==> src/sv/pts_pkg.sv <==
// shared constants and codes of the periodic trigger scheduler
`default_nettype none
package pts_pkg;
    localparam int DEF_TIME_WIDTH = 63;
    localparam int TIME_FIELD_W   = 63;
    localparam int COUNT_W        = 64;
    localparam int CMD_W          = 2;
    localparam int REG_INDEX_W    = 2;
    localparam int POLICY_W       = 2;

    localparam logic [TIME_FIELD_W-1:0] PERIOD_RESET = 63'd1000000;

    // command codes
    localparam logic [CMD_W-1:0] CMD_START = 2'd0;
    localparam logic [CMD_W-1:0] CMD_POLL  = 2'd1;
    localparam logic [CMD_W-1:0] CMD_DONE  = 2'd2;
    localparam logic [CMD_W-1:0] CMD_STOP  = 2'd3;

    // policy codes
    localparam logic [POLICY_W-1:0] POL_DELAY   = 2'd0;
    localparam logic [POLICY_W-1:0] POL_SKIP    = 2'd1;
    localparam logic [POLICY_W-1:0] POL_CATCHUP = 2'd2;

    // register indexes
    localparam logic [REG_INDEX_W-1:0] REG_PERIOD = 2'd0;
    localparam logic [REG_INDEX_W-1:0] REG_POLICY = 2'd1;
    localparam logic [REG_INDEX_W-1:0] REG_FIRE   = 2'd2;
endpackage
`default_nettype wire

==> src/sv/pts_if.sv <==
// handshake channels of the periodic trigger scheduler
`default_nettype none
interface pts_in_if;
    logic                                valid;
    logic                                ready;
    logic [pts_pkg::CMD_W-1:0]           command;
    logic [pts_pkg::TIME_FIELD_W-1:0]    now_time;
    modport source (output valid, command, now_time, input ready);
    modport sink   (input valid, command, now_time, output ready);
endinterface

interface pts_out_if;
    logic                                valid;
    logic                                ready;
    logic                                fired;
    logic [pts_pkg::COUNT_W-1:0]         trigger_number;
    logic [pts_pkg::COUNT_W-1:0]         skipped_before;
    logic [pts_pkg::TIME_FIELD_W-1:0]    scheduled_at;
    logic [pts_pkg::TIME_FIELD_W-1:0]    lateness;
    logic [pts_pkg::COUNT_W-1:0]         skipped_total;
    logic                                is_running;
    modport source (output valid, fired, trigger_number, skipped_before, scheduled_at,
                    lateness, skipped_total, is_running, input ready);
    modport sink   (input valid, fired, trigger_number, skipped_before, scheduled_at,
                    lateness, skipped_total, is_running, output ready);
endinterface

interface pts_cfg_if;
    logic                                valid;
    logic                                ready;
    logic [pts_pkg::REG_INDEX_W-1:0]     reg_index;
    logic [pts_pkg::TIME_FIELD_W-1:0]    wdata;
    modport source (output valid, reg_index, wdata, input ready);
    modport sink   (input valid, reg_index, wdata, output ready);
endinterface
`default_nettype wire

==> src/sv/pts_mul.sv <==
// bit-serial shift-add multiplier, product clamped to the time range
`default_nettype none
module pts_mul #(
    parameter int TW = pts_pkg::DEF_TIME_WIDTH
) (
    input  wire logic                               i_clk,
    input  wire logic                               i_rst_n,
    input  wire logic                               i_start,
    input  wire logic [pts_pkg::COUNT_W-1:0]        i_mcand,
    input  wire logic [pts_pkg::TIME_FIELD_W-1:0]   i_mplier,
    output logic                                    o_done,
    output logic [TW-1:0]                           o_prod
);
    localparam int CW = $clog2(pts_pkg::COUNT_W + 1);
    localparam logic [pts_pkg::COUNT_W:0] TMAX = (65'd1 << TW) - 65'd1;

    logic [pts_pkg::COUNT_W-1:0]      r_a;
    logic [pts_pkg::TIME_FIELD_W-1:0] r_b;
    logic [pts_pkg::COUNT_W-1:0]      r_acc;
    logic                             r_ovf;
    logic [CW-1:0]                    r_cnt;
    logic                             r_done;
    logic [pts_pkg::COUNT_W:0]        n_sum;

    // one multiplicand bit per cycle, msb first
    always_comb begin
        n_sum = {r_acc, 1'b0} + (r_a[pts_pkg::COUNT_W-1] ? 65'(r_b) : 65'd0);
    end

    always_ff @(posedge i_clk) begin
        if (!i_rst_n) begin
            r_cnt  <= '0;
            r_done <= 1'b0;
        end else begin
            r_done <= 1'b0;
            if (i_start) begin
                r_cnt <= CW'(pts_pkg::COUNT_W);
            end else if (r_cnt != '0) begin
                r_cnt <= r_cnt - CW'(1);
                if (r_cnt == CW'(1)) begin
                    r_done <= 1'b1;
                end
            end
        end
    end

    // operand and accumulator shift
    always_ff @(posedge i_clk) begin
        if (i_start) begin
            r_a   <= i_mcand;
            r_b   <= i_mplier;
            r_acc <= '0;
            r_ovf <= 1'b0;
        end else if (r_cnt != '0) begin
            r_a <= {r_a[pts_pkg::COUNT_W-2:0], 1'b0};
            if (!r_ovf) begin
                if (n_sum > TMAX) begin
                    r_ovf <= 1'b1;
                end else begin
                    r_acc <= n_sum[pts_pkg::COUNT_W-1:0];
                end
            end
        end
    end

    assign o_done = r_done;
    assign o_prod = r_ovf ? TMAX[TW-1:0] : r_acc[TW-1:0];
endmodule
`default_nettype wire

==> src/sv/pts_div.sv <==
// bit-serial restoring divider for slot alignment
`default_nettype none
module pts_div #(
    parameter int TW = pts_pkg::DEF_TIME_WIDTH
) (
    input  wire logic                               i_clk,
    input  wire logic                               i_rst_n,
    input  wire logic                               i_start,
    input  wire logic [TW-1:0]                      i_dividend,
    input  wire logic [pts_pkg::TIME_FIELD_W-1:0]   i_divisor,
    output logic                                    o_done,
    output logic [TW-1:0]                           o_quot
);
    localparam int CW = $clog2(TW + 1);
    localparam int RW = pts_pkg::TIME_FIELD_W + 1;

    logic [TW-1:0]                    r_q;
    logic [RW-1:0]                    r_rem;
    logic [pts_pkg::TIME_FIELD_W-1:0] r_d;
    logic [CW-1:0]                    r_cnt;
    logic                             r_done;
    logic [RW-1:0]                    n_trial;
    logic                             n_ge;

    // one quotient bit per cycle
    always_comb begin
        n_trial = {r_rem[RW-2:0], r_q[TW-1]};
        n_ge    = n_trial >= RW'(r_d);
    end

    always_ff @(posedge i_clk) begin
        if (!i_rst_n) begin
            r_cnt  <= '0;
            r_done <= 1'b0;
        end else begin
            r_done <= 1'b0;
            if (i_start) begin
                r_cnt <= CW'(TW);
            end else if (r_cnt != '0) begin
                r_cnt <= r_cnt - CW'(1);
                if (r_cnt == CW'(1)) begin
                    r_done <= 1'b1;
                end
            end
        end
    end

    always_ff @(posedge i_clk) begin
        if (i_start) begin
            r_q   <= i_dividend;
            r_d   <= i_divisor;
            r_rem <= '0;
        end else if (r_cnt != '0) begin
            r_q   <= {r_q[TW-2:0], n_ge};
            r_rem <= n_ge ? (n_trial - RW'(r_d)) : n_trial;
        end
    end

    assign o_done = r_done;
    assign o_quot = r_q;
endmodule
`default_nettype wire

==> src/sv/periodic_trigger_scheduler.sv <==
// periodic trigger scheduler top level
//  channel  | dir | beat contents
//  i_in     | in  | command, now_time
//  o_out    | out | fired, trigger_number, skipped_before, scheduled_at, lateness,
//           |     | skipped_total, is_running
//  i_cfg    | in  | reg_index, wdata (period, policy, fire at start)
// start, poll, stop and fixed-delay done go from accept through S_OUT to the result register.
// catch-up done adds one pass of the bit-serial multiplier.
// skip done runs the multiplier, then the serial divider unless the next slot is still ahead,
// the period is 0 or now precedes the first slot, then the multiplier if slots are skipped.
// one item is in work at a time; the result register lets the next beat in
// while the previous result waits. reset is synchronous, cfg is always ready.
`default_nettype none
module periodic_trigger_scheduler #(
    parameter int TIME_WIDTH = pts_pkg::DEF_TIME_WIDTH
) (
    input  wire logic    i_clk,
    input  wire logic    i_rst_n,
    pts_in_if.sink       i_in,
    pts_out_if.source    o_out,
    pts_cfg_if.sink      i_cfg
);
    localparam int TW = TIME_WIDTH;
    localparam int CNT = pts_pkg::COUNT_W;
    localparam int FW = pts_pkg::TIME_FIELD_W;
    localparam logic [CNT-1:0] TMAX = (64'd1 << TW) - 64'd1;

    typedef enum logic [5:0] {
        S_IDLE = 6'b000001,
        S_MUL1 = 6'b000010,
        S_DIV  = 6'b000100,
        S_MUL2 = 6'b001000,
        S_OUT  = 6'b010000,
        S_WAIT = 6'b100000
    } t_state;

    t_state r_state, n_state;

    logic [FW-1:0]                r_period;
    logic [pts_pkg::POLICY_W-1:0] r_policy;
    logic                         r_fire;
    logic r_active, n_active, r_await, n_await;
    logic [CNT-1:0] r_idx, n_idx, r_pend, n_pend, r_ssum, n_ssum, r_cand, n_cand;
    logic [TW-1:0]  r_first, n_first, r_next, n_next, r_now, n_now, r_g, n_g;
    logic           r_fired, n_fired;
    logic [CNT-1:0] r_num, n_num, r_before, n_before;
    logic [TW-1:0]  r_sched, n_sched, r_late, n_late;

    logic           r_ovalid;
    logic           r_o_fired, r_o_run;
    logic [CNT-1:0] r_o_num, r_o_before, r_o_ssum;
    logic [TW-1:0]  r_o_sched, r_o_late;

    logic           in_ready, in_fire, out_load;
    logic [TW-1:0]  now_sat, grid;
    logic [CNT-1:0] idx_inc, aligned;
    logic           mul_start, mul_done, div_start, div_done;
    logic [CNT-1:0] mul_a;
    logic [TW-1:0]  mul_prod, div_quot;

    // saturating time add
    function automatic logic [TW-1:0] tadd(input logic [TW-1:0] t, input logic [CNT-1:0] d);
        logic [CNT:0] s;
        s = 65'(t) + 65'(d);
        return (s > 65'(TMAX)) ? TMAX[TW-1:0] : s[TW-1:0];
    endfunction

    assign in_ready = (r_state == S_IDLE);
    assign in_fire  = i_in.valid && in_ready;
    assign now_sat  = (64'(i_in.now_time) > TMAX) ? TMAX[TW-1:0] : i_in.now_time[TW-1:0];
    assign idx_inc  = (r_idx == '1) ? r_idx : r_idx + 64'd1;
    assign grid     = tadd(r_first, 64'(mul_prod));
    assign aligned  = 64'(div_quot) + 64'd2;
    assign out_load = (r_state == S_OUT) && (!r_ovalid || o_out.ready);

    pts_mul #(.TW(TW)) u_mul (
        .i_clk(i_clk), .i_rst_n(i_rst_n), .i_start(mul_start), .i_mcand(mul_a),
        .i_mplier(r_period), .o_done(mul_done), .o_prod(mul_prod)
    );

    pts_div #(.TW(TW)) u_div (
        .i_clk(i_clk), .i_rst_n(i_rst_n), .i_start(div_start),
        .i_dividend(r_now - r_first), .i_divisor(r_period),
        .o_done(div_done), .o_quot(div_quot)
    );

    // command sequencer
    always_comb begin
        n_state = r_state;
        n_active = r_active; n_await = r_await; n_idx = r_idx; n_pend = r_pend;
        n_ssum = r_ssum; n_cand = r_cand; n_first = r_first; n_next = r_next;
        n_now = r_now; n_g = r_g;
        n_fired = r_fired; n_num = r_num; n_before = r_before;
        n_sched = r_sched; n_late = r_late;
        mul_start = 1'b0; mul_a = '0; div_start = 1'b0;
        case (r_state)
            S_IDLE: begin
                if (in_fire) begin
                    n_now = now_sat; n_state = S_OUT;
                    n_fired = 1'b0; n_num = '0; n_before = '0; n_sched = '0; n_late = '0;
                    case (i_in.command)
                        pts_pkg::CMD_START: begin
                            n_active = 1'b1; n_await = 1'b0; n_idx = 64'd1;
                            n_first = r_fire ? now_sat : tadd(now_sat, 64'(r_period));
                            n_next = n_first; n_pend = '0; n_ssum = '0;
                        end
                        pts_pkg::CMD_POLL: begin
                            if (r_active && !r_await && now_sat >= r_next) begin
                                n_fired = 1'b1; n_num = r_idx; n_before = r_pend;
                                n_sched = r_next; n_late = now_sat - r_next; n_await = 1'b1;
                            end
                        end
                        pts_pkg::CMD_DONE: begin
                            if (r_active && r_await) begin
                                n_await = 1'b0; n_pend = '0;
                                if (r_policy == pts_pkg::POL_DELAY) begin
                                    n_idx = idx_inc;
                                    n_next = tadd(now_sat, 64'(r_period));
                                end else if (r_policy == pts_pkg::POL_CATCHUP) begin
                                    n_idx = idx_inc; mul_start = 1'b1;
                                    mul_a = idx_inc - 64'd1; n_state = S_MUL2;
                                end else begin
                                    n_cand = idx_inc; mul_start = 1'b1;
                                    mul_a = idx_inc - 64'd1; n_state = S_MUL1;
                                end
                            end
                        end
                        pts_pkg::CMD_STOP: begin
                            n_active = 1'b0; n_await = 1'b0;
                        end
                        default: begin
                            n_state = S_OUT;
                        end
                    endcase
                end
            end
            // deadline of the next grid slot is known
            S_MUL1: begin
                if (mul_done) begin
                    n_g = grid;
                    if (grid > r_now || r_period == '0 || r_now < r_first) begin
                        n_idx = r_cand; n_next = grid; n_state = S_OUT;
                    end else begin
                        div_start = 1'b1; n_state = S_DIV;
                    end
                end
            end
            // first slot after now
            S_DIV: begin
                if (div_done) begin
                    if (aligned > r_cand) begin
                        n_pend = aligned - r_cand; n_ssum = r_ssum + (aligned - r_cand);
                        n_idx = aligned; mul_start = 1'b1; mul_a = aligned - 64'd1;
                        n_state = S_MUL2;
                    end else begin
                        n_idx = r_cand; n_next = r_g; n_state = S_OUT;
                    end
                end
            end
            S_MUL2: begin
                if (mul_done) begin
                    n_next = grid; n_state = S_OUT;
                end
            end
            S_OUT: begin
                if (out_load) begin
                    n_state = S_IDLE;
                end
            end
            default: begin
                n_state = S_IDLE;
            end
        endcase
    end

    // state and config registers
    always_ff @(posedge i_clk) begin
        if (!i_rst_n) begin
            r_state <= S_IDLE;
            r_period <= pts_pkg::PERIOD_RESET; r_policy <= pts_pkg::POL_DELAY; r_fire <= 1'b0;
            r_active <= 1'b0; r_await <= 1'b0; r_idx <= 64'd1;
            r_first <= '0; r_next <= '0; r_pend <= '0; r_ssum <= '0;
            r_ovalid <= 1'b0;
        end else begin
            r_state <= n_state;
            r_active <= n_active; r_await <= n_await; r_idx <= n_idx;
            r_first <= n_first; r_next <= n_next; r_pend <= n_pend; r_ssum <= n_ssum;
            if (i_cfg.valid) begin
                case (i_cfg.reg_index)
                    pts_pkg::REG_PERIOD: r_period <= i_cfg.wdata;
                    pts_pkg::REG_POLICY: r_policy <= i_cfg.wdata[pts_pkg::POLICY_W-1:0];
                    pts_pkg::REG_FIRE:   r_fire <= i_cfg.wdata[0];
                    default: begin
                    end
                endcase
            end
            if (out_load) begin
                r_ovalid <= 1'b1;
            end else if (o_out.ready) begin
                r_ovalid <= 1'b0;
            end
        end
    end

    // work and result payload
    always_ff @(posedge i_clk) begin
        r_cand <= n_cand; r_now <= n_now; r_g <= n_g;
        r_fired <= n_fired; r_num <= n_num; r_before <= n_before;
        r_sched <= n_sched; r_late <= n_late;
        if (out_load) begin
            r_o_fired <= r_fired; r_o_num <= r_num; r_o_before <= r_before;
            r_o_sched <= r_sched; r_o_late <= r_late;
            r_o_ssum <= r_ssum; r_o_run <= r_active;
        end
    end

    assign i_in.ready           = in_ready;
    assign i_cfg.ready          = 1'b1;
    assign o_out.valid          = r_ovalid;
    assign o_out.fired          = r_o_fired;
    assign o_out.trigger_number = r_o_num;
    assign o_out.skipped_before = r_o_before;
    assign o_out.scheduled_at   = FW'(r_o_sched);
    assign o_out.lateness       = FW'(r_o_late);
    assign o_out.skipped_total  = r_o_ssum;
    assign o_out.is_running     = r_o_run;

`ifndef SYNTH
    a_await_active: assert property (@(posedge i_clk) disable iff (!i_rst_n)
        r_await |-> r_active) else $error("awaiting done while stopped");
    a_idx_nonzero: assert property (@(posedge i_clk) disable iff (!i_rst_n)
        r_idx != '0) else $error("trigger index zero");
    a_one_item: assert property (@(posedge i_clk) disable iff (!i_rst_n)
        (i_in.valid && i_in.ready) |=> !i_in.ready) else $error("second beat in work");
`endif
endmodule
`default_nettype wire

==> src/flat_wrapper.sv <==
// flat-port wrapper written by rule: the top's interface ports become plain ports
module periodic_trigger_scheduler_flat 
#(
    parameter int TIME_WIDTH = pts_pkg::DEF_TIME_WIDTH
)
  (i_clk, i_rst_n, i_in_valid, i_in_command, i_in_now_time, i_in_ready, o_out_valid, o_out_fired, o_out_trigger_number, o_out_skipped_before, o_out_scheduled_at, o_out_lateness, o_out_skipped_total, o_out_is_running, o_out_ready, i_cfg_valid, i_cfg_reg_index, i_cfg_wdata, i_cfg_ready);
  pts_in_if i_in_i ();
  pts_out_if o_out_i ();
  pts_cfg_if i_cfg_i ();
  input  wire logic i_clk;
  input  wire logic i_rst_n;
  input wire logic [$bits(i_in_i.valid)-1:0] i_in_valid;
  input wire logic [$bits(i_in_i.command)-1:0] i_in_command;
  input wire logic [$bits(i_in_i.now_time)-1:0] i_in_now_time;
  output wire logic [$bits(i_in_i.ready)-1:0] i_in_ready;
  output wire logic [$bits(o_out_i.valid)-1:0] o_out_valid;
  output wire logic [$bits(o_out_i.fired)-1:0] o_out_fired;
  output wire logic [$bits(o_out_i.trigger_number)-1:0] o_out_trigger_number;
  output wire logic [$bits(o_out_i.skipped_before)-1:0] o_out_skipped_before;
  output wire logic [$bits(o_out_i.scheduled_at)-1:0] o_out_scheduled_at;
  output wire logic [$bits(o_out_i.lateness)-1:0] o_out_lateness;
  output wire logic [$bits(o_out_i.skipped_total)-1:0] o_out_skipped_total;
  output wire logic [$bits(o_out_i.is_running)-1:0] o_out_is_running;
  input wire logic [$bits(o_out_i.ready)-1:0] o_out_ready;
  input wire logic [$bits(i_cfg_i.valid)-1:0] i_cfg_valid;
  input wire logic [$bits(i_cfg_i.reg_index)-1:0] i_cfg_reg_index;
  input wire logic [$bits(i_cfg_i.wdata)-1:0] i_cfg_wdata;
  output wire logic [$bits(i_cfg_i.ready)-1:0] i_cfg_ready;
  assign i_in_i.valid = i_in_valid;
  assign i_in_i.command = i_in_command;
  assign i_in_i.now_time = i_in_now_time;
  assign i_in_ready = i_in_i.ready;
  assign o_out_valid = o_out_i.valid;
  assign o_out_fired = o_out_i.fired;
  assign o_out_trigger_number = o_out_i.trigger_number;
  assign o_out_skipped_before = o_out_i.skipped_before;
  assign o_out_scheduled_at = o_out_i.scheduled_at;
  assign o_out_lateness = o_out_i.lateness;
  assign o_out_skipped_total = o_out_i.skipped_total;
  assign o_out_is_running = o_out_i.is_running;
  assign o_out_i.ready = o_out_ready;
  assign i_cfg_i.valid = i_cfg_valid;
  assign i_cfg_i.reg_index = i_cfg_reg_index;
  assign i_cfg_i.wdata = i_cfg_wdata;
  assign i_cfg_ready = i_cfg_i.ready;
  periodic_trigger_scheduler #(.TIME_WIDTH(TIME_WIDTH)) u_core (.i_clk(i_clk), .i_rst_n(i_rst_n), .i_in(i_in_i), .o_out(o_out_i), .i_cfg(i_cfg_i));
endmodule
==> config.mk <==
export PLATFORM = sky130hd
export DESIGN_NAME = periodic_trigger_scheduler_flat
export DESIGN_NICKNAME = d
export VERILOG_FILES = /design/src/sv/pts_pkg.sv /design/src/sv/pts_if.sv /design/src/sv/pts_mul.sv /design/src/sv/pts_div.sv /design/src/sv/periodic_trigger_scheduler.sv /design/src/flat_wrapper.sv
export SDC_FILE = /design/constraint.sdc
export NUM_CORES = 2
export LEC_CHECK = 0
export BUFFER_PORTS_ARGS = -buffer_cell sky130_fd_sc_hd__buf_2
export CAP_MARGIN = 20
export CORE_MARGIN = 2
export CORE_UTILIZATION = 55
export CTS_CLUSTER_SIZE = 12
export DETAILED_ROUTE_END_ITERATION = 16
export GPL_ROUTABILITY_DRIVEN = 1
export PLACE_DENSITY = 0.8
export SLEW_MARGIN = 25
export SYNTH_ARGS = -nofsm -noshare
export SYNTH_HDL_FRONTEND = slang
export SYNTH_SLANG_ARGS = --single-unit
==> constraint.sdc <==
create_clock -name i_clk -period 25.9 [get_ports i_clk]
set_input_delay 1.295 -clock i_clk [delete_from_list [all_inputs] [get_ports i_clk]]
set_output_delay 1.295 -clock i_clk [all_outputs]
set_load 0.1 [all_outputs]
# After elaboration in Yosys (flattened, before gate mapping)
# Index checks and enable logic that the tools add are counted.
# W data, S select, Z words.
# classes
addsub	14
magnitude_cmp	8
eq_ne	29
muxes	86
bitwise_logic	7
n_reduce_logical	43
# ops
operator	n
$mux W64	25
$mux W63	16
$pmux W64 S2	5
$pmux W63 S4	1
$gt A65 B63 Y1 const B	3
$pmux W64 S3	1
$sub A63 B63 Y63	3
$add A63 B63 Y64	2
$sub A64 B1 Y64 const B	2
$pmux W63 S2	1
$add A65 B65 Y65	1
$add A63 B2 Y64 const B	1
$add A64 B1 Y64 const B	1
$add A64 B64 Y64	1
$eq A64 B64 Y1 const B	1
$ge A64 B63 Y1	1
$gt A64 B64 Y1	1
$sub A64 B64 Y64	1
$ge A63 B63 Y1	1
$gt A63 B63 Y1	1
$logic_not A63 Y1	1
$lt A63 B63 Y1	1
$mux W6	10
$pmux W6 S5	1
other kinds (39)	105
# word_totals
regBits	1554
inputBits	135
output_inout_bits	323
word_cells	226

# Depth between registers and ports, before layout
# logic_depth
ltp_word	11
mapped_depth	33
ltp_nobuf	31

# Cells and area by module
# Synthesis repeated with hierarchy kept, for this count alone.
# unflattened
hier_cells	10062
area_unflattened_um2	94784.7
# modules_own_cells
module	instances	cells_each	area_per_inst_um2	seq_area_each_um2
periodic_trigger_scheduler	1	7670	71127.0	30819.6
pts_mul	1	1237	12330.6	5275.1
pts_div	1	1155	11327.1	5185.0

# Worst setup path before layout
# No wires, ideal clock.
# synth_timing
kind	input to register
startpoint	input port o_out_ready
endpoint	register u_core.r_o_fired (netlist: u_core.o_out.fired) (enable)
setup_time_ns	1.042
arrival_time_ns	15.387
required_ns	24.858
setup_slack_ns	9.471
path_stages	2
n_path_buf	0
path_cell_list	nand2b_1 > nor2b_1
# synth_between
elab_chain_cells	2
# synth_lines
element	line	source
from (decl)	flat_wrapper.sv:24	input wire logic [$bits(o_out_i.ready)-1:0] o_out_ready;
$logic_or A1 B1 Y1	periodic_trigger_scheduler.sv:74	assign out_load = (r_state == S_OUT) && (!r_ovalid || o_out.ready);
$logic_and A1 B1 Y1	periodic_trigger_scheduler.sv:74	
named net u_core.out_load	periodic_trigger_scheduler.sv:54	logic in_ready, in_fire, out_load;
to (signal assigned)	periodic_trigger_scheduler.sv:211	r_o_fired <= r_fired; r_o_num <= r_num; r_o_before <= r_before;
to (decl)	periodic_trigger_scheduler.sv:50	logic r_o_fired, r_o_run;
# The timed path passes the listed nets, and every way through them passes these cells.
# A chain may end at the register's enable or synchronous reset.

# Final worst setup path
# layout_timing
startpoint	register u_core.u_mul.r_ovf
endpoint	register u_core.u_div.r_d[54] (netlist name) (enable)
# layout_between
elab_chain_cells	10
# layout_lines
element	line	source
from (decl)	pts_mul.sv:20	logic r_ovf;
from (signal assigned)	pts_mul.sv:53	r_ovf <= 1'b0;
from (signal assigned)	pts_mul.sv:58	r_ovf <= 1'b1;
$mux W63 (*)	pts_mul.sv:67	assign o_prod = r_ovf ? TMAX[TW-1:0] : r_acc[TW-1:0];
$add A63 B63 Y64 (*)	periodic_trigger_scheduler.sv:64	s = 65'(t) + 65'(d);
$gt A65 B63 Y1	periodic_trigger_scheduler.sv:65	return (s > 65'(TMAX)) ? TMAX[TW-1:0] : s[TW-1:0];
$mux W63 (*)	periodic_trigger_scheduler.sv:65	
named net u_core.grid[60]	periodic_trigger_scheduler.sv:55	logic [TW-1:0] now_sat, grid;
$gt A63 B63 Y1 (*)	periodic_trigger_scheduler.sv:141	if (grid > r_now || r_period == '0 || r_now < r_first) begin
$logic_or A1 B1 Y1 (*) (2 in a row)	periodic_trigger_scheduler.sv:141	
$mux W1 (*)	periodic_trigger_scheduler.sv:141	
$mux W1 (*)	periodic_trigger_scheduler.sv:139	if (mul_done) begin
$mux W1 (*)	periodic_trigger_scheduler.sv:96	case (r_state)
to (signal assigned)	pts_div.sv:51	r_d <= i_divisor;
to (decl)	pts_div.sv:19	logic [pts_pkg::TIME_FIELD_W-1:0] r_d;
# Mark *: on every way through the listed nets, which the timed path passes. The rest lies on a longest branch.

==> flow_summary_export.csv <==
group,metric,value,unit
pwr,powerDensity,94.6,nW/um2
placement,post-place-cells,12400,
synthesis,syn_area,94100,um2
sta,maxSlewHeadroom,0.207,
setup_path,crit_path_end_kind,"flop",
placement,dp_hpwl,247,mm
cts,cts_tree,"done",
route,ant_nets,0,
global_routing,pin_count_of_the_biggest_net_entering_global_routing,163,
sta,fin_skew,0.0466,ns
synthesis,ys_top_cells_by_count,"1,046 x nand2_1, 1,018 x edfxtp_1, 868 x a21oi_1",
sta,rsz_0062_raised_after_global_routing,"false",
synthesis,synth.yosys.seq_area_share,0.439,
floorplan,io-pin-count,458,
synthesis,synthFlopType,"edfxtp_1",
route,drt_first_iter_violations,8529,
setup_path,critPathMaxFanout,68,
sta,hold_viol,0,
layout,fin_area,104000,um2
layout,area.growth.synth_to_final,10.3,%
layout,finish.net_count,11100,
sta,layout_worst_path_cycle_share,0.419,
route,detail_route.vias_per_cell,6.39,
cts,clk_latency,0.87,ns
synthesis,synth_top_area_cell,"edfxtp_1",
synthesis,synth.area.top_cells,"edfxtp_1 32%, dfxtp_1 11%, ha_1 7.8%",
route,detail_route.drc_violations,0,
setup_path,critical-path-max-stage-delay,0.80,ns
cts,cts_buffer_depth,3,
floorplan,floorplan.die.width,418,um
placement,io_buffers,456,
pwr,vdd.ir_drop.worst,0.0000769,V
status,outcome,"complete, no violations",
synthesis,postSynthCellCount,10100,
route,num_vias,81200,
placement,dpl_worst_slack,15.50,ns
global_routing,grt_antenna_before_repair,23,
synthesis,count_of_flip_flops_with_a_built_in_enable_after_synthesis,1018,
floorplan,fp.dieArea,174000,um2
sta,post-route-min-period,10.86,ns
setup_path,crit_path_frequent_cell,"o211ai_1",
sta,report.final.slew_viol_count,0,
setup_path,worst-endpoint-arrival,11.32,ns
synthesis,post-synth-top-count-cell,"nand2_1",
global_routing,grt_usage,0.360,
setup_path,slowest_stage,"a2111oi_0",
synthesis,synth.ff_latch_count,1553,
cts,cts-buffers-inserted,172,
layout,stdcell_count,12700,
synthesis,synthesis.nets,10900,
route,drt-pass1-iter-count,13,
floorplan,placementRows,151,
placement,dpl-instance-area,98100,um2
cts,post_cts.repair.setup_buffers,0,
route,postRouteWirelength,324,mm
route,detail_route.wl_per_cell,25.5,um
cts,ctsRootBufferMaster,"clkbuf_16",
synthesis,postSynthAreaPerCell,9.29,um2
sta,setup_slack,15.04,ns
cts,worst_setup_hold_path_clk_slew,0.06,ns
synthesis,yosysTopAreaCellShare,0.325,
run,maxCapViolCount,0,
setup_path,worstSetupPathType,"reg2reg",
global_routing,grt_pass1_wl,478,mm
pwr,cellLeakagePower,41.2,nW
setup_path,required,26.36,ns
cts,holdBufCountCts,0,
setup_path,worst_setup_path_start_kind,"flop",
global_routing,number_of_global_route_vias_before_repair,77500,
sta,totalNegativeSetupSlack,0,ns
worst_hold_path,min_path_type,"reg2reg",
synthesis,yosysUniqueCellTypes,108,
global_routing,grt_overflow,0,
cts,post_cts_resized,0,
synthesis,ys_async_sr_fraction,0,
synthesis,synthesis.yosys.warnings,0,
sta,setup_violations,0,
floorplan,initial_utilization,0.554,
placement,gp_routability_congestion,1.07,
sta,tightestPinTransition,1.19,ns
sta,max_freq,0.0921,GHz
floorplan,die_height,418,um
layout,final_layout_size_suffix_gt1_frac,0.0980,
cts,clock_sink_total,1553,
floorplan,floorplan_core_area,170000,um2
cts,ctsHtreeMaxLevel,4,
layout,final_core_utilization,0.612,
[cell type report]
type	count	area [um2]
sequential	1553	41300
tap	2218	2780
antenna	10	25.0
multi-input combinational	7538	49100
fill	14400	65900
timing repair buffer	555	3070
inverter	507	1920
clock inverter	64	701
clock buffer	261	4950
[metrics by stage]
stage	power, mW	hold WS (ns)
final	9.81	0.413
after detailed placement	7.26	0.405
after floorplan	6.20	0.400
after global placement	7.17	0.401
after global routing	10.3	0.421
after CTS	9.72	0.417
[state kept, by name (all words and copies together) (netlist names), 64 cells and up]
signal	count
u_core.r_cand	64
u_core.r_ssum	64
u_core.u_mul.r_a	64
u_core.o_out.trigger_number	64
u_core.r_pend	64
u_core.u_mul.r_acc	64
u_core.r_before	64
u_core.o_out.skipped_before	64
u_core.r_idx	64
u_core.o_out.skipped_total	64
u_core.r_num	64
[final timing paths]
path / start / end / slack [ns] / cells past startpoint
max: u_core.u_mul.r_ovf$_SDFFE_PP0P_ / u_core.u_div.r_d[54]$_DFFE_PP_ / 15.04 / 28
min: u_core.r_num[27]$_SDFFCE_PN0P_ / u_core.o_out.trigger_number[27]$_DFFE_PP_ / 0.41 / 0
max reg2reg: u_core.u_mul.r_ovf$_SDFFE_PP0P_ / u_core.u_div.r_d[54]$_DFFE_PP_ / 15.04 / 28
min reg2reg: u_core.r_num[27]$_SDFFCE_PN0P_ / u_core.o_out.trigger_number[27]$_DFFE_PP_ / 0.41 / 0
[worst max-delay path: cells and delay by family, from the launching register on]
| family | cells | cell delay (ns) |
|---|---|---|
| xor gates and xnor gates | 1 | 0.17 |
| and+or+nand+nor | 8 | 1.74 |
| buffers and inverters | 3 | 1.75 |
| AOI/OAI and AO/OA | 13 | 4.87 |
| DFF | 1 | 0.59 |
| adders and majority gates | 3 | 1.07 |
[where the power goes]
group	internal [mW]	switching, mW	total (mW)
combinational	1.43	2.62	4.05
clock	1.39	1.08	2.46
sequential	3.04	0.260	3.30
total	5.85	3.96	9.81
[cell usage in the layout, fill, tap and decap left out, types with 143 or more instances in the layout]
master,count
edfxtp_1,1018
inv_1,498
a21o_1,370
and2_1,234
dfxtp_1,534
nor2_1,646
xor2_1,269
a21oi_1,866
ha_1,585
xnor2_1,401
nand3_1,396
o21ai_0,574
nand4_1,159
clkbuf_16,179
a211oi_1,143
nand2_1,1040
buf_2,456
nor3_1,156
[cells by family (layout without fill, tap and decap cells)]
family	after synthesis	in the layout	share of synthesized area
adder cells (fa/ha/maj)	593	593	0.0795
multiplexers	31	31	0.00338
other	1	11	0.0000399
flip-flops	1553	1553	0.439
AND/OR/NAND/NOR	3312	3312	0.173
AO/OA/AOI/OAI	2930	2930	0.201
buffers and inverters	1040	1387	0.0421
XOR/XNOR	671	671	0.0627
[per-layer routing]
metal,global-route usage,share of wire
met5,0,0.00023
met4,0.277,0.088
met1,0.414,0.37
met2,0.594,0.47
met3,0.0700,0.079
(Power assumes the default switching activity.)
